--- src/hdl/sem_pkg.sv ---
// Shared types, constants and the square-root step for the Sobel edge magnitude block.
// No dependencies; every other file in hdl/ imports this package.
package sem_pkg;

   // Geometry and configuration
   localparam int DEFAULT_MAX_WIDTH = 2048;
   localparam int PIXEL_W           = 8;
   localparam int DIM_W             = 12;
   localparam int MIN_DIM           = 3;
   localparam int HEIGHT_LIMIT      = 2048;
   localparam int ROW_W             = 11;
   localparam int RESET_WIDTH       = 1920;
   localparam int RESET_HEIGHT      = 1080;
   localparam int CSR_DATA_W        = 32;
   localparam int CSR_ADDR_W        = 3;

   // Window queue between front and back
   localparam int QUEUE_DEPTH = 4;
   localparam int QPTR_W      = $clog2(QUEUE_DEPTH);
   localparam int QCNT_W      = $clog2(QUEUE_DEPTH + 1);

   // Arithmetic widths
   localparam int GRAD_W      = 10;
   localparam int SQ_W        = 20;
   localparam int SUM_W       = 21;
   localparam int NORM_SHIFT  = 5;
   localparam int RAD_W       = 16;
   localparam int ROOT_W      = 8;
   localparam int REM_W       = 10;
   localparam int SQRT_STAGES = 4;
   localparam int SQRT_STEPS  = ROOT_W / SQRT_STAGES;

   typedef enum logic [0:0] {
      CSR_IMAGE_WIDTH  = 1'b0,
      CSR_IMAGE_HEIGHT = 1'b1
   } csr_index_type;

   // One 3x3 window, index row*3+col, row 0 oldest, col 0 leftmost
   typedef struct packed {
      logic [8:0][PIXEL_W-1:0] win;
      logic                    last;
   } win_item_type;

   typedef struct packed {
      logic [REM_W-1:0]  rem;
      logic [ROOT_W-1:0] root;
   } sqrt_state_type;

   // One digit of the restoring square root: bring down a bit pair, try 4*root+1
   function automatic sqrt_state_type sqrt_step(input sqrt_state_type cur,
                                                input logic [1:0] pair);
      logic [REM_W+1:0] acc;
      logic [REM_W+1:0] trial;
      sqrt_state_type   res;
      acc   = {cur.rem, pair};
      trial = (REM_W+2)'({cur.root, 2'b01});
      if (acc >= trial) begin
         res.rem  = REM_W'(acc - trial);
         res.root = {cur.root[ROOT_W-2:0], 1'b1};
      end else begin
         res.rem  = acc[REM_W-1:0];
         res.root = {cur.root[ROOT_W-2:0], 1'b0};
      end
      return res;
   endfunction

endpackage

--- src/hdl/sem_queue.sv ---
// Short window queue that decouples the front (line stores) from the back (arithmetic).
// Depends on sem_pkg for the item type and depth.
module sem_queue (
   input  logic                 clock,
   input  logic                 reset,
   input  logic                 push,
   input  sem_pkg::win_item_type push_item,
   input  logic                 pop,
   output sem_pkg::win_item_type pop_item,
   output logic                 empty,
   output logic [sem_pkg::QCNT_W-1:0] count
);
   import sem_pkg::*;

   win_item_type       slot_ff [QUEUE_DEPTH];
   logic [QPTR_W-1:0]  wr_ptr_ff, wr_ptr_in;
   logic [QPTR_W-1:0]  rd_ptr_ff, rd_ptr_in;
   logic [QCNT_W-1:0]  count_ff, count_in;

   // Advance pointers with explicit wrap and track fill level
   always_comb begin
      wr_ptr_in = wr_ptr_ff;
      rd_ptr_in = rd_ptr_ff;
      count_in  = count_ff;
      if (push) begin
         wr_ptr_in = (wr_ptr_ff == QPTR_W'(QUEUE_DEPTH - 1)) ? '0 : wr_ptr_ff + 1'b1;
      end
      if (pop) begin
         rd_ptr_in = (rd_ptr_ff == QPTR_W'(QUEUE_DEPTH - 1)) ? '0 : rd_ptr_ff + 1'b1;
      end
      if (push && !pop) begin
         count_in = count_ff + 1'b1;
      end else if (pop && !push) begin
         count_in = count_ff - 1'b1;
      end
   end

   always_ff @(posedge clock) begin
      if (reset) begin
         wr_ptr_ff <= '0;
         rd_ptr_ff <= '0;
         count_ff  <= '0;
      end else begin
         wr_ptr_ff <= wr_ptr_in;
         rd_ptr_ff <= rd_ptr_in;
         count_ff  <= count_in;
      end
   end

   // Store the window
   always_ff @(posedge clock) begin
      if (push) begin
         slot_ff[wr_ptr_ff] <= push_item;
      end
   end

   assign pop_item = slot_ff[rd_ptr_ff];
   assign empty    = (count_ff == '0);
   assign count    = count_ff;

`ifndef SYNTHESIS
   a_no_push_when_full: assert property (@(posedge clock) disable iff (reset)
      push |-> (count_ff < QCNT_W'(QUEUE_DEPTH)))
      else $error("window queue overflow");
   a_no_pop_when_empty: assert property (@(posedge clock) disable iff (reset)
      pop |-> (count_ff != '0))
      else $error("window queue underflow");
`endif

endmodule

--- config.mk ---
export PLATFORM = sky130hd
export DESIGN_NAME = sem_queue
export DESIGN_NICKNAME = d
export VERILOG_FILES = /design/src/hdl/sem_pkg.sv /design/src/hdl/sem_queue.sv
export SDC_FILE = /design/constraint.sdc
export NUM_CORES = 1
export LEC_CHECK = 0
export ABC_AREA = 1
export BUFFER_PORTS_ARGS = -buffer_cell sky130_fd_sc_hd__clkbuf_2
export CORE_MARGIN = 2
export CORE_UTILIZATION = 38
export DETAILED_ROUTE_END_ITERATION = 10
export PLACE_DENSITY = 0.62
export SLEW_MARGIN = 30
export SYNTH_ARGS = -nofsm -noshare
export SYNTH_HDL_FRONTEND = slang
export SYNTH_SLANG_ARGS = --single-unit
--- constraint.sdc ---
create_clock -name clock -period 2.88 [get_ports clock]
set_clock_uncertainty 0.05 [all_clocks]
set_input_delay 0.144 -clock clock [delete_from_list [all_inputs] [get_ports clock]]
set_output_delay 0.144 -clock clock [all_outputs]
set_load 0.02 [all_outputs]
**Yosys cells after proc, flatten, opt, wreduce, memory -nomap -nowiden**

Memories as Yosys holds them, arrays and structs flattened. A register that Yosys moved wholly into a read port is not among the register bits.
Cells that the tools add are included.

- Register bits: 7
- Output and inout bits: 77
- Memories kept: 1
- RAM bits: 292
- Input port bits: 77

Memory list:

| name | words | width | rd ports | clocked after memory_dff | wr ports | RTL line | RTL |
|---|---|---|---|---|---|---|---|
| slot_ff | 4 | 73 | 1 | 1 | 1 | sem_queue.sv:15 | `win_item_type slot_ff [QUEUE_DEPTH];` |

- Muxes and demuxes: 8
- Equal/unequal tests: 2
- Add/subtract/negate cells: 4
- Reduce and logical (&&, ||, !) cells: 6

Operators with widths:

| cell | number |
|---|---|
| $mux W2 | 4 |
| $mux W3 | 2 |
| $add A2 B1 Y2 const B | 2 |
| $eq A2 B2 Y1 const B | 2 |
| $add A3 B1 Y3 const B | 1 |
| $logic_not A3 Y1 | 1 |
| $sub A3 B1 Y3 const B | 1 |
| $logic_and A1 B1 Y1 | 2 |
| $logic_not A1 Y1 | 2 |
| $mux W1 | 2 |
| $reduce_bool A2 Y1 | 1 |

**Depth between registers and ports, before layout**

- Depth after elaboration: 4
- Depth in mapped cells: 10

**Least setup slack after synthesis**

Ideal clock, no wire load.

- Path type: reg2reg
- Start: register wr_ptr_ff[0]
- End: memory slot_ff[3][0] (netlist name) (enable)
- Slack: 397 ps
- Library setup time: 427 ps
- Arrival: 2006 ps
- Period minus slack after synthesis: 2483 ps
- Cell stages (with the launch flop): 4
- Data required time: 2403 ps
- Path through: dfxtp_1 -> ha_1 -> nand2_1 -> inv_1

RTL lines:

| element | RTL line | RTL |
|---|---|---|
| start, declared | sem_queue.sv:16 | `logic [QPTR_W-1:0] wr_ptr_ff, wr_ptr_in;` |
| start signal, assigned | sem_queue.sv:44 | `wr_ptr_ff <= wr_ptr_in;` |
| end, declared | sem_queue.sv:15 |  |

No word-level cell before the write port.

==> results.txt <==
Entering global routing, the biggest net connects 147 pins. The final hold slack was 306 ps. IR analysis of the VDD net gives a maximum drop of 0.000411 V. The final weighted congestion in routability-driven placement is 0.699.

The delay of the slowest cell on the worst path is 360 ps. The slowest stage of the critical path is the sky130_fd_sc_hd__dfxtp_4 cell. The pre-antenna-repair detailed-routing pass consisted of 4 iterations. After technology mapping, the gate count stands at 764. STA puts the critical path data arrival time at 2150 ps.

The required time at the worst-slack endpoint is 2690 ps, and the depth of the most critical reg-to-reg path is 4. At the pin with the least slew margin, the transition time is 643 ps. Setup violations remaining at the end of the flow were counted as 0. In the final routed layout, each cell accounts on average for 17.1 µm. The die span in y is 176 µm. The min-delay analysis places its worst path in the category input pin to register. The area of the placeable core is 29500 µm², and the post-detailed-routing wire length is 24.2 mm.

The root buffer cell chosen for the clock tree is sky130_fd_sc_hd__clkbuf_16. In this run the critical register-to-register path is captured at slot_ff[3][68]. The area added between synthesis and finish is 25.3%, and the chip width is 176 µm. The maximum count of clock buffers along a single path was 3. In the final timing run, aggregate negative setup slack is 0 ps. The largest fanout on the critical path was 66; the clock network latency to the later pin of the worst-skew pair was 540 ps. Grouping stages by cell kind, the critical path spends the most delay in buffers and inverters. The max-slew violation total from the final report came out at 0. For this run, the number of Yosys warnings is 0. Once detailed placement completed, the half-perimeter wirelength came to 13.5 mm.

For this design the ratio of total power to cell area is 699 nW/µm². In the final layout, the share of cells above drive strength 1 is 21.3%. The part of the cycle the worst path needs is 81.2%, and the effective utilization at floorplan is 38.3%. The clock buffer count from CTS was 31. The count of nets left with antenna violations once routing finished came out at 0. The number of antenna violations at the first check in global routing was 1; the clock-pin slew on the worst setup and hold paths was 60 ps.

The clock net in this run drives a total of 301 sinks. Dividing the detail-routed via count by the number of cells gives 4.94. Yosys attributes the largest share of cell area to sky130_fd_sc_hd__edfxtp_1 78%, sky130_fd_sc_hd__nor2_1 5.1%, sky130_fd_sc_hd__o22ai_1 4.0%, sky130_fd_sc_hd__o21ai_0 3.6%, sky130_fd_sc_hd__o21ai_1 3.0%.

The fraction of synthesized cell area taken by the top area cell type came out at 77.7%. The worst setup path is of the register to output pin kind. Counting distinct cell types in the post-synthesis netlist gives 22.

By count the netlist is led by 292 x sky130_fd_sc_hd__edfxtp_1, 154 x sky130_fd_sc_hd__nor2_1, 82 x sky130_fd_sc_hd__o21ai_0. Yosys mapped a number of flops with a built-in enable equal to 292. The post-CTS setup-driven buffer insertion count was 0; the number of H-tree levels was 1.

The mapped netlist covers 11300 µm². The tools report the type of element launching the critical path as a register. The post-synthesis register bit count is 301, and the number of buffers added on ports is 153. The filler cell count in the final layout came out at 2624.

Max-cap violations in this run came to 0. The net count of the finished layout is 1081. Global routing used 15.2% of the available tracks across all layers.

Derived from the worst setup path, the maximum achievable clock frequency is 427 MHz. The worst-case register-to-register setup slack came out at 1170 ps. The tools report the global-route wire length before repair as 37.1 mm. The critical path contains buffers and inverters numbering 3 combined. Summed over all cells, the static leakage comes to 5.04 nW. For the total grt overflow, the log shows 0. The worst register-to-register path begins at wr_ptr_ff[0]. Summing the sequential cell areas from Yosys gives 79.3% of the chip area. After the first detailed-routing iteration, the DRC count stood at 464.

The average cell area after synthesis was 14.8 µm². The beginning of the worst hold path is push_item[10]. Number of hold violations in the final report: 0. Summing over every cut layer, the via total after detailed routing is 6980.

The synthesized design spends more area on one cell type than any other, namely sky130_fd_sc_hd__edfxtp_1. The die covers 31100 µm². The run finished with clean final reports. The count of unresolved DRC violations after routing was 0. Setup repair after global routing left no endpoint under its margin. The terminating pin of the worst hold path is slot_ff[1][10]. The number of standard-cell rows in the floorplan was 63; the clock period minus final worst setup slack was 2340 ps. The via count of the first global-routing pass was 6948. The critical path goes through inv_4 > buf_12 > nor2_1 > o22ai_1 > clkbuf_2. The worst setup path is captured at an output pin.

The most common cell in the netlist is sky130_fd_sc_hd__edfxtp_1. TritonCTS built the clock tree. The async set-or-reset flop fraction in the synthesized netlist was 0%.

The worst hold path depth is 2. Max-slew headroom at the worst pin: 57.2%. For this run, the leading register cell type out of synthesis is sky130_fd_sc_hd__edfxtp_1. The total nets after synthesis is 848, and the I/O pin count is 154.
[stage by stage]
stage	worst slack, ps	cells	utilization [%]	power [mW]	cell area [µm²]
after floorplan	397	764	-	5.82	11300
after detailed placement	1090	1277	42.2	6.23	12400
after global routing	396	1411	48.0	10.3	14100
after global placement	1070	1277	42.2	6.22	12400
after CTS	507	1411	48.0	10.0	14100
final	540	1412	48.0	9.89	14100
[report_power, final]
| part | internal (mW) | switching, mW |
|---|---|---|
| registers | 5.00 | 0.0546 |
| clock network | 2.15 | 1.54 |
| logic | 0.387 | 0.760 |
| total | 7.54 | 2.35 |
[logic make-up after synthesis]
logic type	Yosys count	share of synthesized area, %
AO/OA/AOI/OAI	225	10.8
XOR/XNOR	1	0.0776
adder cells (fa/ha/maj)	7	0.842
buffers and inverters	63	3.40
flip-flops	301	79.3
AND/OR/NAND/NOR	167	5.62
[layer usage]
metal / wire, µm / global-route usage, % / vias to the layer above
met5: 0 / 0 / -
met4: 377 / 3.72 / 0
met3: 1390 / 3.38 / 38
met2: 11600 / 25.2 / 155
met1: 10800 / 20.3 / 3434
li1: - / - / 3353
[state kept, by name, summed over array words and instances, names as in the netlist, named ones only]
signal and count:
count 3, wr_ptr_ff 2, slot_ff 292, rd_ptr_ff 2
[worst max path at each step]
stage	startpoint	to	slack [ps]	cells after the start
after floorplan	wr_ptr_ff[0]	slot_ff[3][0]	400	3
after global routing	register	pop_item[32]	400	5
after detailed placement	register	pop_item[15]	1090	5
after global placement	register	pop_item[62]	1070	4
final	register	pop_item[19]	540	5
after CTS	register	pop_item[62]	510	4
[cells in the final DEF (no fill, tap or decap), types with 6 or more instances in the layout]
cell type	count
sky130_fd_sc_hd__clkbuf_2	153
sky130_fd_sc_hd__nor2_1	154
sky130_fd_sc_hd__o22ai_1	73
sky130_fd_sc_hd__clkbuf_16	31
sky130_fd_sc_hd__dfxtp_1	7
sky130_fd_sc_hd__clkinv_1	6
sky130_fd_sc_hd__inv_1	10
sky130_fd_sc_hd__buf_4	11
sky130_fd_sc_hd__edfxtp_1	292
sky130_fd_sc_hd__clkinv_2	6
sky130_fd_sc_hd__clkbuf_1	12
sky130_fd_sc_hd__buf_12	6
sky130_fd_sc_hd__o21ai_0	82
sky130_fd_sc_hd__ha_1	6
sky130_fd_sc_hd__o21ai_1	67
sky130_fd_sc_hd__dlygate4sd3_1	77
sky130_fd_sc_hd__nand2_1	8
[timing repair]
action / 4_1_cts / 5_1_grt
hold buffers: 77 / 0
hold endpoints to repair: 301 / 0
gates resized for setup: 0 / 0
endpoints found under the setup margin: 0 / 0
[layout make-up]
type | instances | area (µm²) | area share (%)
timing repair buffer | 247 | 1740 | 12.3
clock inverter | 11 | 80.1 | 0.566
inverter | 16 | 67.6 | 0.478
clock buffer | 46 | 862 | 6.09
tap | 390 | 488 | 3.45
antenna | 1 | 2.50 | 0.0177
sequential | 301 | 8950 | 63.3
multi-input combinational | 400 | 1960 | 13.8
Power figures use the tool's default switching activity.
