File: src/hdl/sem_pkg.sv
// Shared types, constants and the square-root step for the Sobel edge magnitude block.
// No dependencies; every other file in hdl/ imports this package.
package sem_pkg;

   // Geometry and configuration
   localparam int DEFAULT_MAX_WIDTH = 2048;
   localparam int PIXEL_W           = 8;
   localparam int DIM_W             = 12;
   localparam int MIN_DIM           = 3;
   localparam int HEIGHT_LIMIT      = 2048;
   localparam int ROW_W             = 11;
   localparam int RESET_WIDTH       = 1920;
   localparam int RESET_HEIGHT      = 1080;
   localparam int CSR_DATA_W        = 32;
   localparam int CSR_ADDR_W        = 3;

   // Window queue between front and back
   localparam int QUEUE_DEPTH = 4;
   localparam int QPTR_W      = $clog2(QUEUE_DEPTH);
   localparam int QCNT_W      = $clog2(QUEUE_DEPTH + 1);

   // Arithmetic widths
   localparam int GRAD_W      = 10;
   localparam int SQ_W        = 20;
   localparam int SUM_W       = 21;
   localparam int NORM_SHIFT  = 5;
   localparam int RAD_W       = 16;
   localparam int ROOT_W      = 8;
   localparam int REM_W       = 10;
   localparam int SQRT_STAGES = 4;
   localparam int SQRT_STEPS  = ROOT_W / SQRT_STAGES;

   typedef enum logic [0:0] {
      CSR_IMAGE_WIDTH  = 1'b0,
      CSR_IMAGE_HEIGHT = 1'b1
   } csr_index_type;

   // One 3x3 window, index row*3+col, row 0 oldest, col 0 leftmost
   typedef struct packed {
      logic [8:0][PIXEL_W-1:0] win;
      logic                    last;
   } win_item_type;

   typedef struct packed {
      logic [REM_W-1:0]  rem;
      logic [ROOT_W-1:0] root;
   } sqrt_state_type;

   // One digit of the restoring square root: bring down a bit pair, try 4*root+1
   function automatic sqrt_state_type sqrt_step(input sqrt_state_type cur,
                                                input logic [1:0] pair);
      logic [REM_W+1:0] acc;
      logic [REM_W+1:0] trial;
      sqrt_state_type   res;
      acc   = {cur.rem, pair};
      trial = (REM_W+2)'({cur.root, 2'b01});
      if (acc >= trial) begin
         res.rem  = REM_W'(acc - trial);
         res.root = {cur.root[ROOT_W-2:0], 1'b1};
      end else begin
         res.rem  = acc[REM_W-1:0];
         res.root = {cur.root[ROOT_W-2:0], 1'b0};
      end
      return res;
   endfunction

endpackage

File: src/hdl/sem_back.sv
// Back end: Sobel gradients, squared sum, scaling and a pipelined square root,
// ending in the result register. Depends on sem_pkg.
module sem_back (
   input  logic                        clock,
   input  logic                        reset,
   input  logic                        q_empty,
   input  sem_pkg::win_item_type       q_item,
   output logic                        pop,
   output logic                        rsp_valid,
   input  logic                        rsp_ready,
   output logic [sem_pkg::ROOT_W-1:0]  rsp_magnitude,
   output logic                        rsp_last_of_frame
);
   import sem_pkg::*;

   logic adv;

   logic [GRAD_W-1:0] a_pos, a_neg, b_pos, b_neg;
   logic [SUM_W-1:0]  sum;

   logic              s1_valid_ff, s2_valid_ff, s3_valid_ff;
   logic              s1_last_ff, s2_last_ff, s3_last_ff;
   logic [GRAD_W-1:0] s1_abs_a_ff, s1_abs_b_ff;
   logic [SQ_W-1:0]   s2_sq_a_ff, s2_sq_b_ff;
   logic [RAD_W-1:0]  s3_rad_ff;

   logic [RAD_W-1:0]  sq_rad_ff  [SQRT_STAGES];
   logic [REM_W-1:0]  sq_rem_ff  [SQRT_STAGES];
   logic [ROOT_W-1:0] sq_root_ff [SQRT_STAGES];
   logic              sq_valid_ff[SQRT_STAGES];
   logic              sq_last_ff [SQRT_STAGES];

   logic [RAD_W-1:0]  sq_rad_in  [SQRT_STAGES];
   logic [REM_W-1:0]  sq_rem_in  [SQRT_STAGES];
   logic [ROOT_W-1:0] sq_root_in [SQRT_STAGES];

   logic              rsp_valid_ff;
   logic [ROOT_W-1:0] rsp_mag_ff;
   logic              rsp_last_ff;

   // Whole pipeline moves together whenever the result register is free
   assign adv = !rsp_valid_ff || rsp_ready;
   assign pop = adv && !q_empty;

   // Kernel taps: gx rows (1 2 1 / 0 0 0 / -1 -2 -1), gy columns (1 0 -1 / 2 0 -2 / 1 0 -1)
   always_comb begin
      a_pos = GRAD_W'(q_item.win[0]) + (GRAD_W'(q_item.win[1]) << 1) + GRAD_W'(q_item.win[2]);
      a_neg = GRAD_W'(q_item.win[6]) + (GRAD_W'(q_item.win[7]) << 1) + GRAD_W'(q_item.win[8]);
      b_pos = GRAD_W'(q_item.win[0]) + (GRAD_W'(q_item.win[3]) << 1) + GRAD_W'(q_item.win[6]);
      b_neg = GRAD_W'(q_item.win[2]) + (GRAD_W'(q_item.win[5]) << 1) + GRAD_W'(q_item.win[8]);
      sum   = SUM_W'(s2_sq_a_ff) + SUM_W'(s2_sq_b_ff);
   end

   // Square root stages, two result bits each
   for (genvar g = 0; g < SQRT_STAGES; g++) begin : g_sqrt
      logic [RAD_W-1:0]  rad_in;
      logic [RAD_W-1:0]  rad_out;
      sqrt_state_type    st_in;
      sqrt_state_type    st_out;

      if (g == 0) begin : g_first
         assign rad_in      = s3_rad_ff;
         assign st_in.rem   = '0;
         assign st_in.root  = '0;
      end else begin : g_next
         assign rad_in      = sq_rad_ff[g-1];
         assign st_in.rem   = sq_rem_ff[g-1];
         assign st_in.root  = sq_root_ff[g-1];
      end

      always_comb begin
         st_out  = st_in;
         rad_out = rad_in;
         for (int k = 0; k < SQRT_STEPS; k++) begin
            st_out  = sqrt_step(st_out, rad_out[RAD_W-1 -: 2]);
            rad_out = rad_out << 2;
         end
      end

      assign sq_rad_in[g]  = rad_out;
      assign sq_rem_in[g]  = st_out.rem;
      assign sq_root_in[g] = st_out.root;
   end

   // Advance valid bits
   always_ff @(posedge clock) begin
      if (reset) begin
         s1_valid_ff  <= 1'b0;
         s2_valid_ff  <= 1'b0;
         s3_valid_ff  <= 1'b0;
         rsp_valid_ff <= 1'b0;
         for (int g = 0; g < SQRT_STAGES; g++) begin
            sq_valid_ff[g] <= 1'b0;
         end
      end else if (adv) begin
         s1_valid_ff    <= !q_empty;
         s2_valid_ff    <= s1_valid_ff;
         s3_valid_ff    <= s2_valid_ff;
         sq_valid_ff[0] <= s3_valid_ff;
         for (int g = 1; g < SQRT_STAGES; g++) begin
            sq_valid_ff[g] <= sq_valid_ff[g-1];
         end
         rsp_valid_ff   <= sq_valid_ff[SQRT_STAGES-1];
      end
   end

   // Advance payload
   always_ff @(posedge clock) begin
      if (adv) begin
         s1_abs_a_ff <= (a_pos >= a_neg) ? a_pos - a_neg : a_neg - a_pos;
         s1_abs_b_ff <= (b_pos >= b_neg) ? b_pos - b_neg : b_neg - b_pos;
         s1_last_ff  <= q_item.last;
         s2_sq_a_ff  <= SQ_W'(s1_abs_a_ff) * SQ_W'(s1_abs_a_ff);
         s2_sq_b_ff  <= SQ_W'(s1_abs_b_ff) * SQ_W'(s1_abs_b_ff);
         s2_last_ff  <= s1_last_ff;
         s3_rad_ff   <= RAD_W'(sum >> NORM_SHIFT);
         s3_last_ff  <= s2_last_ff;
         sq_last_ff[0] <= s3_last_ff;
         for (int g = 0; g < SQRT_STAGES; g++) begin
            sq_rad_ff[g]  <= sq_rad_in[g];
            sq_rem_ff[g]  <= sq_rem_in[g];
            sq_root_ff[g] <= sq_root_in[g];
         end
         for (int g = 1; g < SQRT_STAGES; g++) begin
            sq_last_ff[g] <= sq_last_ff[g-1];
         end
         rsp_mag_ff  <= sq_root_ff[SQRT_STAGES-1];
         rsp_last_ff <= sq_last_ff[SQRT_STAGES-1];
      end
   end

   assign rsp_valid         = rsp_valid_ff;
   assign rsp_magnitude     = rsp_mag_ff;
   assign rsp_last_of_frame = rsp_last_ff;

`ifndef SYNTHESIS
   a_pop_enters_pipe: assert property (@(posedge clock) disable iff (reset)
      pop |=> s1_valid_ff)
      else $error("popped window did not enter the gradient stage");
   a_freeze_on_stall: assert property (@(posedge clock) disable iff (reset)
      !adv |=> $stable(sq_valid_ff[SQRT_STAGES-1]) && $stable(s1_valid_ff))
      else $error("back pipeline moved while result was stalled");
`endif

endmodule

File: config.mk
export PLATFORM = sky130hd
export DESIGN_NAME = sem_back
export DESIGN_NICKNAME = d
export VERILOG_FILES = /design/src/hdl/sem_pkg.sv /design/src/hdl/sem_back.sv
export SDC_FILE = /design/constraint.sdc
export NUM_CORES = 1
export LEC_CHECK = 0
export ABC_CLOCK_PERIOD_IN_PS = 9430
export BUFFER_PORTS_ARGS = -buffer_cell sky130_fd_sc_hd__buf_2
export CAP_MARGIN = 20
export CORE_UTILIZATION = 69
export DETAILED_ROUTE_END_ITERATION = 12
export GPL_ROUTABILITY_DRIVEN = 1
export GPL_TIMING_DRIVEN = 0
export PLACE_DENSITY = 0.85
export RECOVER_POWER = 100
export REMOVE_ABC_BUFFERS = 1
export SETUP_SLACK_MARGIN = 0.2
export SLEW_MARGIN = 20
export SYNTH_ARGS = -nofsm -noshare
export SYNTH_HDL_FRONTEND = slang
export SYNTH_SLANG_ARGS = --single-unit
File: constraint.sdc
create_clock -name clock -period 9.43 [get_ports clock]
set_clock_uncertainty 0.15 [all_clocks]
set_input_delay 0.4715 -clock clock [delete_from_list [all_inputs] [get_ports clock]]
set_output_delay 0.4715 -clock clock [all_outputs]
set_load 0.01 [all_outputs]
Word level (Yosys, flattened, before mapping)
Memories as Yosys holds them, arrays and structs flattened. A register that Yosys moved wholly into a read port is not among the register bits.
Cells that the tools add are included.
{"block": "word_totals", "reg_bits": 82, "ramBits": 128, "input_bits": 77, "out_inout_bits": 11, "elab_cells": 77, "n_memories": 5}
{"name": "sq_rad_ff", "depth": 4, "width": 12, "read_ports": 3, "rd_ports_with_merged_regs": 0, "write_ports": 4, "line_no": "sem_back.sv:27", "source": "logic [RAD_W-1:0] sq_rad_ff [SQRT_STAGES];"}
{"name": "sq_rem_ff", "depth": 4, "width": 10, "read_ports": 3, "rd_ports_with_merged_regs": 0, "write_ports": 4, "line_no": "sem_back.sv:28", "source": "logic [REM_W-1:0] sq_rem_ff [SQRT_STAGES];"}
{"name": "sq_root_ff", "depth": 4, "width": 8, "read_ports": 4, "rd_ports_with_merged_regs": 1, "write_ports": 4, "line_no": "sem_back.sv:29", "source": "logic [ROOT_W-1:0] sq_root_ff [SQRT_STAGES];"}
{"name": "sq_last_ff", "depth": 4, "width": 1, "read_ports": 4, "rd_ports_with_merged_regs": 1, "write_ports": 4, "line_no": "sem_back.sv:31", "source": "logic sq_last_ff [SQRT_STAGES];"}
{"name": "sq_valid_ff", "depth": 4, "width": 1, "read_ports": 4, "rd_ports_with_merged_regs": 1, "write_ports": 4, "line_no": "sem_back.sv:30", "source": "logic sq_valid_ff[SQRT_STAGES];"}
{"block": "op_classes", "addsub": 21, "mul": 2, "magnitude_cmp": 10, "mux": 20, "bitwise": 4, "n_reduce_logical": 4}
{"cell": "18-bit 2-to-1 mux", "n": 8}
{"cell": "10-bit subtractor", "n": 11}
{"cell": "12-bit by 10-bit >= comparator with 1-bit output", "n": 7}
{"cell": "10-bit by 8-bit adder with 10-bit output", "n": 4}
{"cell": "8-bit by 9-bit adder with 10-bit output", "n": 4}
{"cell": "10-bit by 10-bit multiplier with 20-bit output", "n": 2}
{"cell": "20-bit by 20-bit adder with 21-bit output", "n": 1}
{"cell": "10-bit >= comparator", "n": 2}
{"cell": "10-bit 2-to-1 mux", "n": 2}
{"cell": "1-bit 2-to-1 mux", "n": 10}
{"cell": "1-bit bitwise OR", "n": 4}
{"cell": "2-bit by 1-bit subtractor with 3-bit output, second input constant", "n": 1}
{"cell": "2-bit by 1-bit >= comparator with 1-bit output, second input constant", "n": 1}
{"cell": "1-bit logical NOT", "n": 2}
{"cell": "1-bit logical AND", "n": 1}
{"cell": "1-bit logical OR", "n": 1}

Longest topological paths before layout
Gate-level depths: netlist (run 1).
{"block": "depth", "word_depth": 6, "mapped_depth": 22, "ltp_nobuf": 21}

Worst setup path before layout (run 1)
No wires, ideal clock.
{"block": "synth_timing", "path_type": "register to register", "start": "register s1_abs_b_ff[1]", "end": "register s2_sq_b_ff[19], data pin", "setup_time_ns": 0.259, "t_arrival_ns": 4.900, "required_time_ns": 9.021, "slack_ns": 4.121, "path_stages_with_launch": 22, "path_cell_list": "edfxtp_1 clkbuf_1 and2_1 fa_1 fa_1 inv_1 fa_1 inv_1 fa_1 inv_1 fa_1 inv_1 ha_1 a21o_1 a21oi_1 o21ai_0 a21oi_1 a21oi_1 nand2b_1 and3_1 a21oi_1 xnor2_1"}
{"block": "synth_between", "elab_chain_len": 1}
{"element": "from (decl)", "line_no": "sem_back.sv:23", "source": "logic [GRAD_W-1:0] s1_abs_a_ff, s1_abs_b_ff;"}
{"element": "from (signal assigned)", "line_no": "sem_back.sv:111", "source": "s1_abs_b_ff <= (b_pos >= b_neg) ? b_pos - b_neg : b_neg - b_pos;"}
{"element": "10-bit by 10-bit multiplier with 20-bit output", "line_no": "sem_back.sv:114", "source": "s2_sq_b_ff <= SQ_W'(s1_abs_b_ff) * SQ_W'(s1_abs_b_ff);"}
{"element": "to (signal assigned)", "line_no": "sem_back.sv:114"}
{"element": "to (decl)", "line_no": "sem_back.sv:24", "source": "logic [SQ_W-1:0] s2_sq_a_ff, s2_sq_b_ff;"}
Every way passes these cells.
A chain may end at the register's enable or synchronous reset.

Worst setup path in the final report (run 1)
{"block": "layout_timing", "start": "register rsp_valid_ff (netlist: rsp_valid), read port of sq_valid_ff", "end": "register s2_sq_b_ff[7], enable pin"}
{"block": "layout_between", "elab_chain_len": 2}
{"element": "from (decl)", "line_no": "sem_back.sv:37", "source": "logic rsp_valid_ff;"}
{"element": "1-bit logical NOT", "line_no": "sem_back.sv:42", "source": "assign adv = !rsp_valid_ff || rsp_ready;"}
{"element": "1-bit logical OR", "line_no": "sem_back.sv:42"}
Every way passes these cells.

==> results.md, run 1 <==
- Clock Path Buffers: 2
- Initial core utilization: slightly above 70%
- Die Ht: 157 um
- Largest net degree at the start of global routing: between 80 and 90
- RSZ-0062 raised after global routing: no
- Wire per inst: 15.9 um
- Syn avg cell area: 10.3 um^2
- Row cnt: 56
- Clk_lat worst skew: 0.44 ns
- Failing checks: capacitance limit, slew limit
- Crit Path Class: flip-flop to flip-flop
- Max Freq: about 0.15 GHz
- CP Capture Type: flip-flop
- Die area: 24600 um^2
- Yosys Warn Count: 0
- Core box area: 23500 um^2
- CTS buffer count: 17
- Post-Syn Instances: approximately 1600
- Final Hold Fails: 0
- Commonest cells post-synth: inv_1 (246), ha_1 (228), edfxtp_1 (164)
- Drt via density: 5.72
- GRT Total Usage: 27.8%
- CP arrival: approximately 6 ns
- Slack of the worst reg-to-reg path: 2.62 ns
- Ant. Diodes: 0
- Cell taking the most area after synthesis: edfxtp_1
- Post-CTS setup repair buffer count: 0
- Placed Area: 17200 um^2
- Clock slew at reported path FFs: 0.07 ns
- Resized Gates After CTS: 0
- Die Wd: roughly 160 um
- DP HPWL: 25600 um
- PortBufs: slightly below 80
- Cell with the most instances after synthesis: inv_1
- Outcome: finished with violations
- Final setup viols: 0
- Synthesis-to-finish area growth: 7.45%
- Max-slew violations: 163
- Setup TNS: 0 ns
- Type of the most critical hold path: primary input to flip-flop
- H-tree depth: 4
- DRT Pass-1 Iters: 5
- Grt ovf: 0
- Cell area after layout: around 18000 um^2
- CTS Sinks: 168
- Hold Buf Count CTS: 0
- Total wire length: approximately 32000 um
- Share of the synthesized area in the top cell type: 29.8%
- Max_slew headroom: -204%
- Vias: about 11000
- Worst Path Max Fanout: 87
- Main flop type after synthesis: edfxtp_1
- Nets: 2104
- Drt drc: 0
- Synth Register Bits: 168
- I/O Pins: slightly below 90
- Minimum clock period: 6.81 ns
- EDFF count, synth: 164
- Netlist cell types: 70
- Startpoint types: flip-flop
- Worst-Margin Slew: between 4 and 5 ns
- Vias in the first global route: 12293
- Synthesized cell area: 16500 um^2
- Initial detailed-routing violation count: 614
- Post-DRT Antenna Nets: 0
- FFs w/ async S/R, synth: 0%
- Required time of the critical path: between 8 and 9 ns
- CTS Root Buffer Type: clkbuf_16
- Antenna violations before repair: 1
- Max-cap check violation count: 2
- GP Congestion: 0.903
- Layout cells sized above 1: 7.02%
- First-pass GRT wire length: 53800 um
- Final worst path period share: between 70% and 80%
- Synth area leaders: edfxtp_1 (30%), ha_1 (17%), fa_1 (16%)
- CTS tree: built
- Sequential area share after synthesis: 30.3%
==> kinds of logic (layout without fill, tap and decap cells) <==
logic type	count (synthesis)	after routing	share of synthesized area, %
AND/OR/NAND/NOR	359	359	11.1
adder cells (fa/ha/maj)	358	358	33.0
AO/OA/AOI/OAI	289	289	11.1
buffers and inverters	279	360	6.47
flip-flops	168	168	30.3
XOR/XNOR	127	127	6.73
multiplexers	21	21	1.34
==> stage by stage <==
stage	util [%]	instances	worst slack [ns]	hold slack, ns
after global routing	75.7	2001	2.02	0.0429
after CTS	76.0	2001	3.67	0.0457
final	75.7	2001	2.62	0.0532
after floorplan	-	1570	4.18	0.250
after global placement	73.3	1968	3.58	0.251
after detailed placement	73.4	1969	3.67	0.255
==> flip-flops by register name (all words and copies together), names as in the netlist, 4 cells and up <==
register and count:
s1_abs_b_ff 10, sq_rad_ff 24, s2_sq_b_ff 18, s1_abs_a_ff 10, g_sqrt.rad_in 16, sq_last_ff 4
rsp_magnitude 8, sq_valid_ff 4, sq_root_ff 20, sq_rem_ff 28, s2_sq_a_ff 18
==> worst max-delay path: stages, from the launching register on <==
cell and delay, ns:
dfxtp_1 0.33, nor2b_1 0.52, clkinvlp_2 2.55, clkbuf_1 2.24
==> layout by cell type, fill, tap and decap left out, types with 16 or more instances in the layout <==
cell type,n
o21a_1,16
o21ai_0,48
buf_2,65
and2_1,45
a21o_1,38
ha_1,228
fa_1,130
nor2b_1,26
xor2_1,37
nand3_1,16
nor3_1,18
edfxtp_1,164
clkbuf_16,17
inv_1,246
nand2b_1,27
nor2_1,82
a21oi_1,103
nand2_1,87
xnor2_1,90
o21bai_1,26
==> area by class of cell <==
class,instances,area [um^2]
Multi-Input combinational cell,1154,10400
Sequential cell,168,5000
Tap cell,319,399
Clock buffer,17,425
Clock inverter,15,175
Timing Repair Buffer,80,382
Fill cell,1530,5700
Inverter,248,937
==> final timing paths <==
path                                   endpoint  depth (start not counted)       startpoint
worst max-delay path              s2_sq_b_ff[7]                          3        rsp_valid
worst min register to register  sq_rad_ff[2][9]                          0  sq_rad_ff[1][5]
worst max register to register    s2_sq_b_ff[7]                          3        rsp_valid
worst min-delay path                 s1_last_ff                          1        q_item[0]
==> per-layer routing <==
metal,routed length (um),vias to the layer above,part of all wire [%],global-route usage [%]
li1,-,5580,-,-
met1,11600,5544,37,27.7
met2,18200,257,57,56.6
met3,1210,65,3.8,4.57
met4,776,0,2.4,9.85
met5,0,-,0,0
Power of run 1 is not shown: default switching activity piles up to over one toggle a cycle in this logic, so the estimate is an artifact.
==> run 2: changes to the inputs <==
Settings changed: ABC_CLOCK_PERIOD_IN_PS 9430 to 6800, CORE_UTILIZATION 69 to 64, PLACE_DENSITY 0.85 to 0.8.
Clock period 9.43 ns to 6.8 ns, I/O delays scaled along.
==> results.md, run 2 (synthesis results as in run 1) <==
- CTS buffer count: 17
- GRT Total Usage: between 20% and 30%
- GP Congestion: 0.902
- Clk_lat worst skew: between 0.4 and 0.5 ns
- RSZ-0062 raised after global routing: no
- Ant. Diodes: 0
- Initial core utilization: about two thirds
- Die Ht: 163 um
- Vias: around 11000
- Wire per inst: around 16 um
- Minimum clock period: 5.80 ns
- Max_slew headroom: -105%
- Resized Gates After CTS: 0
- Die Wd: 163 um
- Required time of the critical path: ~6.9 ns
- Final Worst Setup Slack: 1.00 ns
- Fin util: 70.7%
- Most frequent cells in the layout: inv_1 (246), ha_1 (228), edfxtp_1 (164)
- CP Capture Type: flip-flop
- DRT Pass-1 Iters: 5
- Reg-to-reg endpoint: s2_sq_b_ff[19]
- Row cnt: 58
- Layout cells sized above 1: approximately 7%
- R2R Path Start: s1_abs_b_ff[1]
- CTS tree: built
- Fill cells: 1802
- DP HPWL: 25100 um
- Hold Crit Start: q_empty
- Vias in the first global route: 11858
- Nets: ~2100
- Drt via density: 5.61
- Core box area: 25300 um^2
- Crit Path Class: flip-flop to flip-flop
- Die area: 26500 um^2
- Largest net degree at the start of global routing: 89
- R2R cell count: 20
- H-tree depth: 4
- Final worst path period share: 85.3%
- CTS Sinks: between 150 and 200
- I/O Pins: 88
- Pre-CTS setup slack: 1.12 ns
- CTS Root Buffer Type: clkbuf_16
- Worst hold path endpoint: s1_valid_ff
- Startpoint types: flip-flop
- Grt ovf: 0
- Failing checks: capacitance limit, slew limit
- Synthesis-to-finish area growth: 7.95%
- Reg with most FFs: sq_rem_ff
- Post-CTS setup repair buffer count: 0
- Setup TNS: 0 ns
- Final Hold Fails: 0
- Max-slew violations: 74
- Max Freq: between 0.15 and 0.2 GHz
- Type of the most critical hold path: primary input to flip-flop
- Clock slew at reported path FFs: 0.08 ns
- Initial detailed-routing violation count: around 580
- Worst-Margin Slew: 3.05 ns
- Max-cap check violation count: 1
- Outcome: finished with violations
- Post-DRT Antenna Nets: 0
- Max reg flops: 28
- Hold Buf Count CTS: 2
- Total wire length: 31400 um
- Multi-input logic area: 10400 um^2
- Clock Path Buffers: 2
- First-pass GRT wire length: ~52000 um
- Seq. cell area: 5000 um^2
- PortBufs: 79
- Largest regs: sq_rem_ff: 28 flops, sq_rad_ff: 24 flops, sq_root_ff: 20 flops
- Hold Path Cell Cnt: 4
- Slack of the worst reg-to-reg path: 1.00 ns
- Antenna violations before repair: 0
- CP arrival: 5.84 ns
- Final setup viols: 0
- Drt drc: 0
- Fin Hold WS: 0.0576 ns
- Most common cell after layout, fill and taps aside: inv_1
- Worst Path Max Fanout: 13
[run 2: routing by layer]
layer / GRT usage (%) / wire length, um / share of wire (%) / up-vias
met2: 49.1 / 17100 / 55 / 230
met1: 25.5 / 12000 / 38 / 5405
li1: - / - / - / 5582
met5: 0 / 0 / 0 / -
met4: 12.4 / 1320 / 4.2 / 0
met3: 3.59 / 940 / 3.0 / 83
[run 2: cell type report]
type	count	area share, %
multi-input combinational	1154	58.5
sequential	168	28.0
tap	330	2.31
clock buffer	17	2.38
timing repair buffer	82	2.26
inverter	248	5.25
clock inverter	15	1.25
[run 2: worst max path at each step]
stage / from / to / slack, ns / cells past startpoint
global route: rsp_valid / sq_rem_ff[2][6] / 0.62 / 3
detailed placement: s1_abs_b_ff[1] / s2_sq_b_ff[19] / 1.12 / 20
CTS: s1_abs_b_ff[1] / s2_sq_b_ff[19] / 1.08 / 20
global placement: q_item[50] / s1_abs_a_ff[9] / 1.05 / 20
finish: s1_abs_b_ff[1] / s2_sq_b_ff[19] / 1.00 / 20
floorplan: s1_abs_b_ff[1] / s2_sq_b_ff[19] / 1.55 / 20
[run 2: worst max-delay path, cell delays in order, from the launching register on]
cell      delay, ns
edfxtp_1       0.62
and2_0         0.29
fa_1           0.52
fa_1           0.52
inv_1          0.05
fa_1           0.47
inv_1          0.06
fa_1           0.54
inv_1          0.06
fa_1           0.53
inv_1          0.04
ha_1           0.37
a21o_1         0.19
a21oi_1        0.19
o21ai_0        0.12
a21oi_1        0.22
a21oi_1        0.12
nand2b_1       0.08
and3_1         0.20
a21oi_1        0.09
xnor2_1        0.12
[run 2: metrics by stage]
stage          instances  instance area, um^2
6_report            2014                17900
5_1_grt             2014                17900
4_1_cts             2014                17900
3_5_place_dp        1980                17300
3_3_place_gp        1979                17200
2_1_floorplan       1570                16400
Power of run 2 is left out for the same reason.
